## src/sv/bsbb_pkg.sv

```systemverilog
// shared types and constants for the byte stream bus bridge
`timescale 1ns / 1ps
`default_nettype none

package bsbb_pkg;

  // command codes, low nibble of the first header byte
  localparam logic [3:0] CMD_NOP   = 4'h0;
  localparam logic [3:0] CMD_WRITE = 4'h1;
  localparam logic [3:0] CMD_READ  = 4'h2;
  localparam logic [3:0] CMD_GPWR  = 4'h3;
  localparam logic [3:0] CMD_GPRD  = 4'h4;

  // result kinds
  localparam logic [1:0] KIND_WRITE = 2'd0;
  localparam logic [1:0] KIND_RREQ  = 2'd1;
  localparam logic [1:0] KIND_REPLY = 2'd2;
  localparam logic [1:0] KIND_GPIO  = 2'd3;

  // most results one request can cause
  localparam int unsigned MAX_RESULTS = 5;

  // shape of the group of results one request causes
  typedef enum logic [2:0] {
    MODE_WRITE,   // one bus write
    MODE_RREQ,    // one bus read request
    MODE_RRESP,   // four reply bytes, maybe a further read request
    MODE_GPRD,    // one reply byte with the pin levels
    MODE_GPWR     // one gpio latch update
  } mode_t;

  typedef struct packed {
    logic [2:0]  count;  // number of results, zero when none
    mode_t       mode;
    logic [31:0] word;   // write word or read response word
    logic [31:0] addr;   // word-aligned bus address
    logic [7:0]  data;   // pin levels or gpio value
  } bundle_t;

endpackage

`default_nettype wire

```

## src/sv/bsbb_parser.sv

```systemverilog
// header parser, write packer and read tracker: one request per cycle while take is high
`timescale 1ns / 1ps
`default_nettype none

module bsbb_parser import bsbb_pkg::*; (
  input  wire logic        clk,
  input  wire logic        rst,
  input  wire logic        take,
  input  wire logic        func,
  input  wire logic [7:0]  host_byte,
  input  wire logic [31:0] read_word,
  input  wire logic [7:0]  gpio_pins,
  output bundle_t          bundle
);

  typedef enum logic [2:0] {
    PH_IDLE,
    PH_LENLO,
    PH_ADDR,
    PH_WDATA,
    PH_RWAIT,
    PH_GPVAL
  } phase_t;

  phase_t      phase, phase_next;
  logic [2:0]  command, command_next;
  logic [11:0] length_bytes, length_bytes_next;
  logic [31:0] address, address_next;
  logic [1:0]  byte_index, byte_index_next;
  logic [23:0] word_buffer, word_buffer_next;
  logic [9:0]  words_left, words_left_next;
  logic        read_pending, read_pending_next;

  logic [31:0] addr_inc;
  logic [31:0] addr_shift;
  logic [12:0] len_round;
  logic [10:0] words;

  assign addr_inc   = address + 32'd4;
  assign addr_shift = {address[23:0], host_byte};
  assign len_round  = {1'b0, length_bytes} + 13'd3;
  assign words      = len_round[12:2];

  // next state and results for the request at the input
  always_comb begin
    phase_next        = phase;
    command_next      = command;
    length_bytes_next = length_bytes;
    address_next      = address;
    byte_index_next   = byte_index;
    word_buffer_next  = word_buffer;
    words_left_next   = words_left;
    read_pending_next = read_pending;
    bundle            = '0;
    bundle.mode       = MODE_WRITE;

    if (func) begin
      // bus response word, only while a read is outstanding
      if (phase == PH_RWAIT && read_pending) begin
        bundle.mode = MODE_RRESP;
        bundle.word = read_word;
        if (words_left == 10'd0) begin
          bundle.count      = 3'd4;
          read_pending_next = 1'b0;
          phase_next        = PH_IDLE;
        end else begin
          bundle.count    = 3'd5;
          bundle.addr     = {addr_inc[31:2], 2'b00};
          words_left_next = words_left - 10'd1;
          address_next    = addr_inc;
        end
      end
    end else begin
      unique case (phase)
        PH_IDLE: begin
          if (host_byte[3:0] == CMD_WRITE || host_byte[3:0] == CMD_READ) begin
            command_next      = host_byte[2:0];
            length_bytes_next = {host_byte[7:4], 8'h00};
            phase_next        = PH_LENLO;
          end else if (host_byte[3:0] == CMD_GPWR) begin
            command_next = host_byte[2:0];
            phase_next   = PH_GPVAL;
          end else if (host_byte[3:0] == CMD_GPRD) begin
            command_next = host_byte[2:0];
            bundle.count = 3'd1;
            bundle.mode  = MODE_GPRD;
            bundle.data  = gpio_pins;
          end
        end
        PH_LENLO: begin
          length_bytes_next = {length_bytes[11:8], host_byte};
          address_next      = '0;
          byte_index_next   = 2'd0;
          phase_next        = PH_ADDR;
        end
        PH_ADDR: begin
          address_next    = addr_shift;
          byte_index_next = byte_index + 2'd1;
          // last address byte: start the transfer
          if (byte_index == 2'd3) begin
            if (words == 11'd0) begin
              phase_next = PH_IDLE;
            end else begin
              words_left_next  = words[9:0] - 10'd1;
              word_buffer_next = '0;
              if (command == CMD_READ[2:0]) begin
                read_pending_next = 1'b1;
                phase_next        = PH_RWAIT;
                bundle.count      = 3'd1;
                bundle.mode       = MODE_RREQ;
                bundle.addr       = {addr_shift[31:2], 2'b00};
              end else begin
                phase_next = PH_WDATA;
              end
            end
          end
        end
        PH_WDATA: begin
          if (byte_index != 2'd3) begin
            word_buffer_next = word_buffer | (24'(host_byte) << {byte_index, 3'b000});
            byte_index_next  = byte_index + 2'd1;
          end else begin
            // fourth byte completes the word
            bundle.count     = 3'd1;
            bundle.mode      = MODE_WRITE;
            bundle.word      = {host_byte, word_buffer};
            bundle.addr      = {address[31:2], 2'b00};
            word_buffer_next = '0;
            byte_index_next  = 2'd0;
            address_next     = addr_inc;
            if (words_left == 10'd0) begin
              phase_next = PH_IDLE;
            end else begin
              words_left_next = words_left - 10'd1;
            end
          end
        end
        PH_GPVAL: begin
          bundle.count = 3'd1;
          bundle.mode  = MODE_GPWR;
          bundle.data  = host_byte;
          phase_next   = PH_IDLE;
        end
        PH_RWAIT: begin
          // host bytes are dropped while a read is outstanding
        end
        default: begin
        end
      endcase
    end
  end

  // parser state
  always_ff @(posedge clk) begin
    if (rst) begin
      phase        <= PH_IDLE;
      command      <= '0;
      length_bytes <= '0;
      address      <= '0;
      byte_index   <= '0;
      word_buffer  <= '0;
      words_left   <= '0;
      read_pending <= 1'b0;
    end else if (take) begin
      phase        <= phase_next;
      command      <= command_next;
      length_bytes <= length_bytes_next;
      address      <= address_next;
      byte_index   <= byte_index_next;
      word_buffer  <= word_buffer_next;
      words_left   <= words_left_next;
      read_pending <= read_pending_next;
    end
  end

endmodule

`default_nettype wire

```

## src/sv/bsbb_emitter.sv

```systemverilog
// result register: holds one group of results and hands them out one a cycle while out_ready is high
`timescale 1ns / 1ps
`default_nettype none

module bsbb_emitter import bsbb_pkg::*; (
  input  wire logic        clk,
  input  wire logic        rst,
  input  wire logic        take,
  input  wire bundle_t     bundle,
  output logic             can_take,
  output logic             out_valid,
  input  wire logic        out_ready,
  output logic [1:0]       kind,
  output logic [31:0]      bus_address,
  output logic [31:0]      bus_wdata,
  output logic [7:0]       reply_byte,
  output logic [7:0]       gpio_value,
  output logic             last
);

  bundle_t    held;
  logic       held_valid;
  logic [2:0] idx;
  logic       fire;

  assign out_valid = held_valid;
  assign last      = (idx == (held.count - 3'd1));
  assign fire      = held_valid && out_ready;
  // free now, or the final result leaves in this cycle
  assign can_take  = !held_valid || (out_ready && last);

  // group register and result index
  always_ff @(posedge clk) begin
    if (rst) begin
      held_valid <= 1'b0;
      idx        <= '0;
    end else if (take && bundle.count != 3'd0) begin
      // a new group replaces the one whose final result leaves now
      held_valid <= 1'b1;
      idx        <= '0;
    end else if (fire) begin
      if (last) begin
        held_valid <= 1'b0;
      end else begin
        idx <= idx + 3'd1;
      end
    end
  end

  always_ff @(posedge clk) begin
    if (take && bundle.count != 3'd0) begin
      held <= bundle;
    end
  end

  // result fields for the current index
  always_comb begin
    kind        = KIND_WRITE;
    bus_address = '0;
    bus_wdata   = '0;
    reply_byte  = '0;
    gpio_value  = '0;
    unique case (held.mode)
      MODE_WRITE: begin
        kind        = KIND_WRITE;
        bus_address = held.addr;
        bus_wdata   = held.word;
      end
      MODE_RREQ: begin
        kind        = KIND_RREQ;
        bus_address = held.addr;
      end
      MODE_RRESP: begin
        if (idx == 3'(MAX_RESULTS - 1)) begin
          kind        = KIND_RREQ;
          bus_address = held.addr;
        end else begin
          kind       = KIND_REPLY;
          reply_byte = held.word[{idx[1:0], 3'b000} +: 8];
        end
      end
      MODE_GPRD: begin
        kind       = KIND_REPLY;
        reply_byte = held.data;
      end
      MODE_GPWR: begin
        kind       = KIND_GPIO;
        gpio_value = held.data;
      end
      default: begin
      end
    endcase
  end

endmodule

`default_nettype wire

```

## src/sv/byte_stream_bus_bridge.sv

```systemverilog
// top level of the byte stream to memory bus bridge
//
// Input channel (in_valid/in_ready): each request carries func, host_byte,
// read_word and gpio_pins. func 0 is a byte from the host, func 1 a bus
// read response word. Output channel (out_valid/out_ready): each result
// carries kind, bus_address, bus_wdata, reply_byte, gpio_value and last.
// A request is parsed in the cycle it is accepted; its results appear
// from the next cycle, one per cycle while out_ready is high, last
// marking the final one. A request causes zero to five results: one for
// a write word, gpio value, gpio read or last read address byte, four
// reply bytes and possibly the next read request for a read response,
// none for other header bytes. Throughput is one request per cycle while
// out_ready is high and requests cause at most one result each; else one
// request per result, set by the single result register draining one
// result a cycle. in_ready is high while the final result is taken.
// Reset (synchronous, active high) returns the parser to waiting for a
// command byte and empties the result register. When the receiver
// stalls, the result register holds and in_ready falls until it drains.
`timescale 1ns / 1ps
`default_nettype none

module byte_stream_bus_bridge import bsbb_pkg::*; (
  input  wire logic        clk,
  input  wire logic        rst,
  input  wire logic        in_valid,
  output logic             in_ready,
  input  wire logic        func,
  input  wire logic [7:0]  host_byte,
  input  wire logic [31:0] read_word,
  input  wire logic [7:0]  gpio_pins,
  output logic             out_valid,
  input  wire logic        out_ready,
  output logic [1:0]       kind,
  output logic [31:0]      bus_address,
  output logic [31:0]      bus_wdata,
  output logic [7:0]       reply_byte,
  output logic [7:0]       gpio_value,
  output logic             last
);

  bundle_t bundle;
  logic    take;
  logic    can_take;

  assign in_ready = can_take;
  assign take     = in_valid && can_take;

  // parser and state
  bsbb_parser u_parser (
    .clk       (clk),
    .rst       (rst),
    .take      (take),
    .func      (func),
    .host_byte (host_byte),
    .read_word (read_word),
    .gpio_pins (gpio_pins),
    .bundle    (bundle)
  );

  // result register
  bsbb_emitter u_emitter (
    .clk         (clk),
    .rst         (rst),
    .take        (take),
    .bundle      (bundle),
    .can_take    (can_take),
    .out_valid   (out_valid),
    .out_ready   (out_ready),
    .kind        (kind),
    .bus_address (bus_address),
    .bus_wdata   (bus_wdata),
    .reply_byte  (reply_byte),
    .gpio_value  (gpio_value),
    .last        (last)
  );

  // a request enters only as the held group finishes
  assert property (@(posedge clk) disable iff (rst)
    (in_valid && in_ready && out_valid) |-> (last && out_ready))
    else $error("request accepted while results still held");

  // bus writes and gpio updates come alone
  assert property (@(posedge clk) disable iff (rst)
    (out_valid && (kind == KIND_WRITE || kind == KIND_GPIO)) |-> last)
    else $error("write or gpio result not marked last");

  // nothing follows the final result without a new request
  assert property (@(posedge clk) disable iff (rst)
    (out_valid && out_ready && last && !(in_valid && in_ready)) |=> !out_valid)
    else $error("result shown after group finished");

endmodule

`default_nettype wire
```

## config.mk

```make
export PLATFORM = sky130hd
export DESIGN_NAME = byte_stream_bus_bridge
export DESIGN_NICKNAME = d
export VERILOG_FILES = /design/src/sv/bsbb_pkg.sv /design/src/sv/bsbb_parser.sv /design/src/sv/bsbb_emitter.sv /design/src/sv/byte_stream_bus_bridge.sv
export SDC_FILE = /design/constraint.sdc
export NUM_CORES = 1
export LEC_CHECK = 0
export ABC_AREA = 1
export BUFFER_PORTS_ARGS = -buffer_cell sky130_fd_sc_hd__buf_2
export CORE_ASPECT_RATIO = 0.9
export CORE_UTILIZATION = 50
export CTS_CLUSTER_DIAMETER = 60
export CTS_CLUSTER_SIZE = 14
export DETAILED_ROUTE_END_ITERATION = 10
export PLACE_DENSITY = 0.68
export SLEW_MARGIN = 0
export SYNTH_ARGS = -nofsm -noshare
export SYNTH_HDL_FRONTEND = slang
export SYNTH_SLANG_ARGS = --single-unit
```

## constraint.sdc

```tcl
create_clock -name clk -period 10.31 [get_ports clk]
set_input_delay 1.031 -clock clk [delete_from_list [all_inputs] [get_ports clk]]
set_output_delay 1.031 -clock clk [all_outputs]
set_load 0.05 [all_outputs]
```

## Word-level counts from Yosys, hierarchy flattened

Index checks and enable logic that the tools add are counted.

- Flip-flop bits (word level): 169
- Word-level logic and storage cells: 168
- Output and inout bits: 85
- Input bits: 53

- $add $sub $neg: 7
- Mux-type cells: 72
- Eq/ne operators: 29
- Reduce and logical (&&, ||, !) cells: 38
- Bitwise logic cells: 4
- Shift-type cells: 2

Operator list:

| cell | count |
|---|---|
| 32-bit two-way mux | 11 |
| 70-bit two-way mux | 2 |
| 32-bit one-hot mux with 2 select lines | 2 |
| 32-bit one-hot mux with 3 select lines | 1 |
| 24-bit two-way mux | 3 |
| 68-bit two-way mux | 1 |
| 10-bit two-way mux | 6 |
| 24-bit one-hot mux with 2 select lines | 1 |
| 8-bit two-way mux | 5 |
| 3-bit two-way mux | 12 |
| 32-bit by 3-bit adder with 32-bit output (second input constant) | 1 |
| 8-bit one-hot mux with 2 select lines | 2 |
| 32-bit by 6-bit indexed part select with 8-bit output | 1 |
| 6-bit two-way mux | 4 |
| 24-bit OR | 1 |
| 12-bit one-hot mux with 2 select lines | 1 |
| 6-bit one-hot mux with 4 select lines | 1 |
| 8-bit by 5-bit << shifter with 24-bit output | 1 |
| 10-bit one-hot mux with 2 select lines | 1 |
| 10-bit by 1-bit subtractor with 10-bit output (second input constant) | 2 |
| 3-bit by 2-bit == test with 1-bit output (second input constant) | 5 |
| 3-bit one-hot mux with 5 select lines | 1 |
| 5-bit AND reduction | 3 |
| 2-bit nonzero test | 7 |
| other kinds (38) | 77 |

## Logic depth before layout (Yosys ltp)

Gate-level depths: netlist of the first run.

- Depth after elaboration: 10
- Depth in mapped cells: 16
- Mapped depth without buffers: 16

## Modules after synthesis

A second synthesis of the first run with hierarchy kept.

- Cell total of the unflattened synthesis: 1574
- Area, all modules: 10882.9 um^2

Modules (own cells, without submodules):

| module | instances | cells an instance | area each (um^2) |
|---|---|---|---|
| bsbb_parser | 1 | 1216 | 7104.3 |
| bsbb_emitter | 1 | 356 | 3771.1 |
| byte_stream_bus_bridge | 1 | 2 | 7.5 |

## Worst setup path before layout of the first run

No wires, ideal clock.

- Kind: input -> register
- Start: input func
- End: register u_emitter.held[0] (netlist name), enable pin
- Setup slack: 6.682 ns
- Stages: 8
- Setup time: 0.429 ns
- Arrival time: 3.199 ns
- Cell sequence: buf_2 nor2_1 inv_1 nor2_1 nor3_1 nand3_1 nand2_1 inv_1

- Cells in the longest elaborated chain, start to end: 3

Ends and longest elaborated chain:

| item | line | RTL |
|---|---|---|
| from (decl) | byte_stream_bus_bridge.sv:27 | `input wire logic func,` |
| 70-bit two-way mux | bsbb_parser.sv:57 | `if (func) begin` |
| 3-bit nonzero test | bsbb_emitter.sv:51 | `if (take && bundle.count != 3'd0) begin` |
| 1-bit logical AND | bsbb_emitter.sv:51 |  |
| to (signal assigned) | bsbb_emitter.sv:52 | `held <= bundle;` |
| to (decl) | bsbb_emitter.sv:21 | `bundle_t held;` |

No other way between the ends.
A chain may end at the register's enable or synchronous reset.

## Final worst setup path of the first run

- Start: register u_emitter.idx[0]
- End: output bus_address[8]

- Cells in the longest elaborated chain, start to end: 3

Ends and longest elaborated chain:

| item | line | RTL |
|---|---|---|
| from (decl) | bsbb_emitter.sv:23 | `logic [2:0] idx;` |
| from (signal assigned) | bsbb_emitter.sv:45 | `idx <= idx + 3'd1;` |
| 3-bit == test | bsbb_emitter.sv:74 | `if (idx == 3'(MAX_RESULTS - 1)) begin` |
| 32-bit two-way mux | bsbb_emitter.sv:74 |  |
| 32-bit one-hot mux with 2 select lines | bsbb_emitter.sv:63 | `unique case (held.mode)` |
| to (decl) | byte_stream_bus_bridge.sv:34 | `output logic [31:0] bus_address,` |

No other way between the ends.

==> impl_metrics.ini, run 1 <==
[cts]
hold_buffers = 0
h-tree-depth = 4
clkSinkCount = 166
cts_tree = done
path_clk_slew_ns = 0.07
numCtsBuffers = 17
cts_resized = 0
cts_setup_buffers = 0
ctsRootBufferMaster = clkbuf_16
clockBufferDepth = 2
clkLatencyLatePin_ns = 0.43

[place]
port_buffers = 135
dp_hpwl_mm = 22.19
place_congestion = 0.9567

[synth]
synth_edf_count = 75
synth_seq_cells = 166
muxShareOfSynthArea_pct = 0
avgSynthCellArea_um2 = 7.160
ys_top_cells_by_area = edfxtp_1, dfxtp_1, o21ai_0
syn_inst = 1370
synthArstFlopShare_pct = 0
yosysTopAreaCell = edfxtp_1
ys_seq_area_share_pct = 41.53
synth_cell_types = 45
synthAdderAreaFrac_pct = 0.7653
synthSimpleGateAreaFrac_pct = 25.47
synth_top_family_by_area = simple AND/OR/NAND/NOR gates
synthesis.area_um2 = 9809
synthXorXnorAreaFrac_pct = 2.411
synth_top_cell_area_share_pct = 22.96
synth_compound_gate_area_share_pct = 18.71
ys.flop_type = dfxtp_1
yosys_warnings = 0

[worst_setup_path]
crit-reg2reg-launch = u_parser.byte_index[0]
worstSetupPathType = flop to output port
ff2ff_setup_slack_ns = 6.43
crit_start = u_emitter.idx[0]
r2r-end = u_emitter.held[22]
cp.arrival_ns = 3.23
ff2ff_path_depth = 8
crit_required_ns = 9.28
cp_max_fo = 31
critPathLaunchType = flop
end_kind = output port

[job]
cap_viol_max_count = 0

[die]
io_pins = 138
die_area_um2 = 20180
initial_core_util_pct = 51.04
die_y_um = 134.9
coreArea_um2 = 19220
rows = 48
dieWidth_um = 149.6

[power]
power_density_nw_per_um2 = 139.6
ir_drop_mv = 0.1055
p_leak_nw = 4.753

[global_routing]
grt_pass1_wl_mm = 45.53
grt.total_usage_pct = 29.72
antenna_found_initial = 0
grt_pass1_vias = 8128
grt.overflow.total = 0
grt_max_degree = 76

[cells_and_area]
layout_commonest_cell = nand2_1
final_net_count = 1528
syn2layout_area_growth_pct = 13.75
drive_gt1_share_pct = 14.64
final_cell_mix = nand2_1, inv_1, nor2_1
num_antenna_cells = 0

[timing]
rsz0062_at_grt = no
slew_headroom_pct = 26.56
skew_ns = 0.009841
worst-slew-pin-transition_ns = 1.101
period_minus_slack_ns = 4.260
maxSlewViolCount = 0
setup_tns_ns = 0
setup_violations = 0
period_share_pct = 41.32
finalHoldViolCount = 0
finalHoldWorstSlack_ns = 0.4543
fmax_ghz = 0.2348

[drt]
final_antenna_net_count = 0
vias = 9691
dr.pass1.iters = 5
routed_wl_mm = 30.21
drcViolationCount = 0
via_per_inst = 5.595
drt_iter0_drc = 1245
post_drt_wl_per_cell_um = 17.44

[worst_hold_path]
worstHoldEndpoint = u_parser.word_buffer[23]
whs_path_depth = 2
hold_path.startpoint = u_parser.word_buffer[23]
min_path_type = flop to flop

[outcome]
status = finished, final reports clean
==> Yosys cell counts, types with 10 or more instances <==
| library cell | count |
|---|---|
| nor2_1 | 173 |
| edfxtp_1 | 75 |
| nand3_1 | 53 |
| nand2_2 | 12 |
| nor2_4 | 10 |
| xor2_1 | 23 |
| a22oi_1 | 10 |
| a21oi_1 | 107 |
| nand2_1 | 208 |
| o22ai_1 | 40 |
| o21ai_0 | 159 |
| nand4_1 | 34 |
| nor3_1 | 34 |
| clkbuf_1 | 39 |
| inv_1 | 206 |
| buf_2 | 11 |
| dfxtp_1 | 91 |
==> power breakdown <==
part / internal [mW] / switching, mW
sequential: 0.703 / 0.0252
combinational: 0.0559 / 0.140
clock: 0.332 / 0.302
==> state kept, by name, summed over array words and instances (netlist names) <==
signal / flops
u_parser.phase: 3
u_parser.read_pending: 1
u_parser.length_bytes: 12
u_emitter.held: 75
u_parser.address: 32
u_emitter.idx: 3
u_parser.byte_index: 2
u_parser.word_buffer: 24
u_parser.command: 3
u_emitter.out_valid: 1
u_parser.words_left: 10
==> layout make-up <==
class                           count  area [um2]
Fill cell                        1822        8060
Timing Repair Buffer              139       705.7
Sequential cell                   166        4074
Inverter                          217       817.0
Multi-Input combinational cell    928        4657
Clock inverter                     14       152.6
Tap cell                          250       312.8
Clock buffer                       18       439.2
==> worst max-delay path, stage by stage (launching register included) <==
cell and delay, ns:
dfxtp_1 0.73, clkinv_2 0.38, ha_1 0.31, nand2_1 0.08, nor2_1 0.06, o21ai_2 0.84, nor2_1 0.13, buf_2 0.27
==> metal layers <==
metal	vias up	share of wire, %	wire length, um	GRT usage (%)
met2	486	41	12250	40.43
met3	27	10	3168	6.047
met4	0	1.1	326	6.349
met5	-	0	0	0
met1	4423	48	14460	47.32
li1	4755	-	-	-
==> worst max-delay path by stage <==
stage | slack [ns] | end | cells after the start
2_1_floorplan | 6.68 | u_emitter.held[0] | 8
3_3_place_gp | 6.44 | u_emitter.held[35] | 10
3_5_place_dp | 6.30 | u_emitter.held[26] | 10
4_1_cts | 6.06 | kind[0] | 7
5_1_grt | 5.73 | kind[0] | 7
6_report | 6.05 | bus_address[8] | 7
==> kinds of logic (layout without fill, tap and decap cells) <==
kind of cell / count (synthesis) / count (layout)
buf+inv: 277 / 388
flops: 166 / 166
xor+xnor: 27 / 27
simple gates: 554 / 554
other cells: 1 / 2
fa+ha+maj: 6 / 6
compound gates: 339 / 339
==> metrics by stage <==
step                total power [mW]  worst slack, ns  instance area [um2]  utilization, %  std cells
floorplan                     0.8711            6.682                 9813               -       1371
global placement              0.9324            6.444                10570           54.98       1700
detailed placement            0.9327            6.295                10570           54.98       1700
CTS                            1.562            6.064                11160           58.06       1732
global route                   1.617            5.725                11160           58.06       1732
finish                         1.558            6.050                11160           58.06       1732
(Power assumes the default switching activity.)
==> run 2, diff against run 1 <==
clock period = 4.1 ns   (was 10.31 ns; I/O delays follow)
==> run 2 against run 1 <==
Effect of this change: total power rose to 2.6 times the previous value; first-iteration DRC count rose by 8.3%; sequential power rose to 2.5 times the previous value; routed wire length rose by 0.91%; die area did not move; sequential share of layout area fell by 0.21 points; critical path depth did not move; global-route usage rose by 0.89 points; combinational power rose to 2.6 times the previous value; worst setup slack got worse by 5.5 ns; final cell count rose by 0.46%.
==> impl_metrics.ini, run 2 (synthesized netlist as in run 1, its figures left out) <==
[worst_hold_path]
min_path_type = primary input to flop

[power]
power_density_nw_per_um2 = 355.1
p_leak_nw = 4.796
ir_drop_mv = 0.3009

[cells_and_area]
final_cell_mix = nand2_1, inv_1, nor2_1
final_net_count = 1536
regMostFlops = u_emitter.held
largestRegisters = u_emitter.held x75, u_parser.address x32, u_parser.word_buffer x24
drive_gt1_share_pct = 15.10
syn2layout_area_growth_pct = 14.40
largest_reg_flops = 75
num_antenna_cells = 0
seq_area_um2 = 4074
fillers = 1828
multi_input_area_um2 = 4657
layout_commonest_cell = nand2_1

[global_routing]
grt_max_degree = 52
grt_pass1_wl_mm = 47.00
grt_pass1_vias = 8510
grt.total_usage_pct = 30.61
grt.overflow.total = 0
antenna_found_initial = 1

[cts]
ctsRootBufferMaster = clkbuf_16
clkSinkCount = 166
h-tree-depth = 4
cts_setup_buffers = 0
numCtsBuffers = 17
path_clk_slew_ns = 0.07
cts_tree = done
clkLatencyLatePin_ns = 0.44
cts_resized = 0
clockBufferDepth = 2
hold_buffers = 0

[drt]
post_drt_wl_per_cell_um = 17.52
routed_wl_mm = 30.48
dr.pass1.iters = 6
via_per_inst = 5.567
drt_iter0_drc = 1348
final_antenna_net_count = 0
vias = 9687
drcViolationCount = 0

[worst_setup_path]
crit_required_ns = 3.69
worstSetupPathType = flop to output port
critPathLaunchType = flop
cp.arrival_ns = 3.12
cp_max_fo = 20
end_kind = output port

[die]
dieWidth_um = 149.6
die_area_um2 = 20180
io_pins = 138
rows = 48
initial_core_util_pct = 51.04
die_y_um = 134.9
coreArea_um2 = 19220

[timing]
finalHoldWorstSlack_ns = 0.2479
period_minus_slack_ns = 3.526
fmax_ghz = 0.2836
skew_ns = 0.01302
fin_ws_ns = 0.5745
finalHoldViolCount = 0
worst-slew-pin-transition_ns = 0.8811
rsz0062_at_grt = no
setup_violations = 0
period_share_pct = 85.99
setup_tns_ns = 0
slew_headroom_pct = 41.20
maxSlewViolCount = 0

[place]
place_congestion = 0.9512
port_buffers = 135
dpl_worst_slack_ns = 1.110
dp_hpwl_mm = 22.48

[outcome]
status = finished, final reports clean

[job]
cap_viol_max_count = 0
run 2: critical path: stages (launching register included):
cell and delay [ns]:
dfxtp_1 0.73, clkinv_2 0.38, ha_1 0.30, nand2_1 0.08, nor3b_1 0.67, nand2_1 0.11, o21ai_0 0.11, buf_2 0.30
run 2: through the flow:
step	cell area, um2	power (mW)	cells	utilization (%)
final	11220	3.985	1740	58.39
after global routing	11220	4.131	1740	58.39
after CTS	11220	3.980	1740	58.39
after global placement	10630	2.349	1708	55.29
after detailed placement	10630	2.349	1708	55.29
after floorplan	9813	2.191	1371	-
run 2: layout make-up:
type / instances / share of cell area (%)
clock buffers: 17 / 3.791
well taps: 250 / 2.787
clock inverters: 15 / 1.516
flip-flops and latches: 166 / 36.30
multi-input cells: 928 / 41.50
inverters: 217 / 7.281
repair buffers: 147 / 6.824
run 2: path summary, 6_finish.rpt:
kind | start | to | slack, ns | cells past startpoint
worst min-delay path | read_word[9] | u_emitter.held[49] | 0.25 | 3
worst min register to register | u_parser.word_buffer[22] | u_parser.word_buffer[22] | 0.45 | 2
worst max register to register | u_parser.byte_index[0] | u_emitter.held[17] | 1.05 | 10
worst max-delay path | u_emitter.idx[0] | reply_byte[0] | 0.57 | 7
run 2: power by group:
group | switching (mW) | internal [mW]
Clock | 0.776 | 0.878
Combinational | 0.358 | 0.143
Sequential | 0.0635 | 1.77
run 2: per-layer routing:
layer	wire, um	vias to the layer above	global-route usage, %
met5	0	-	0
met4	380	0	7.370
met3	3460	34	7.399
met2	12230	495	41.10
met1	14410	4392	48.09
li1	-	4766	-
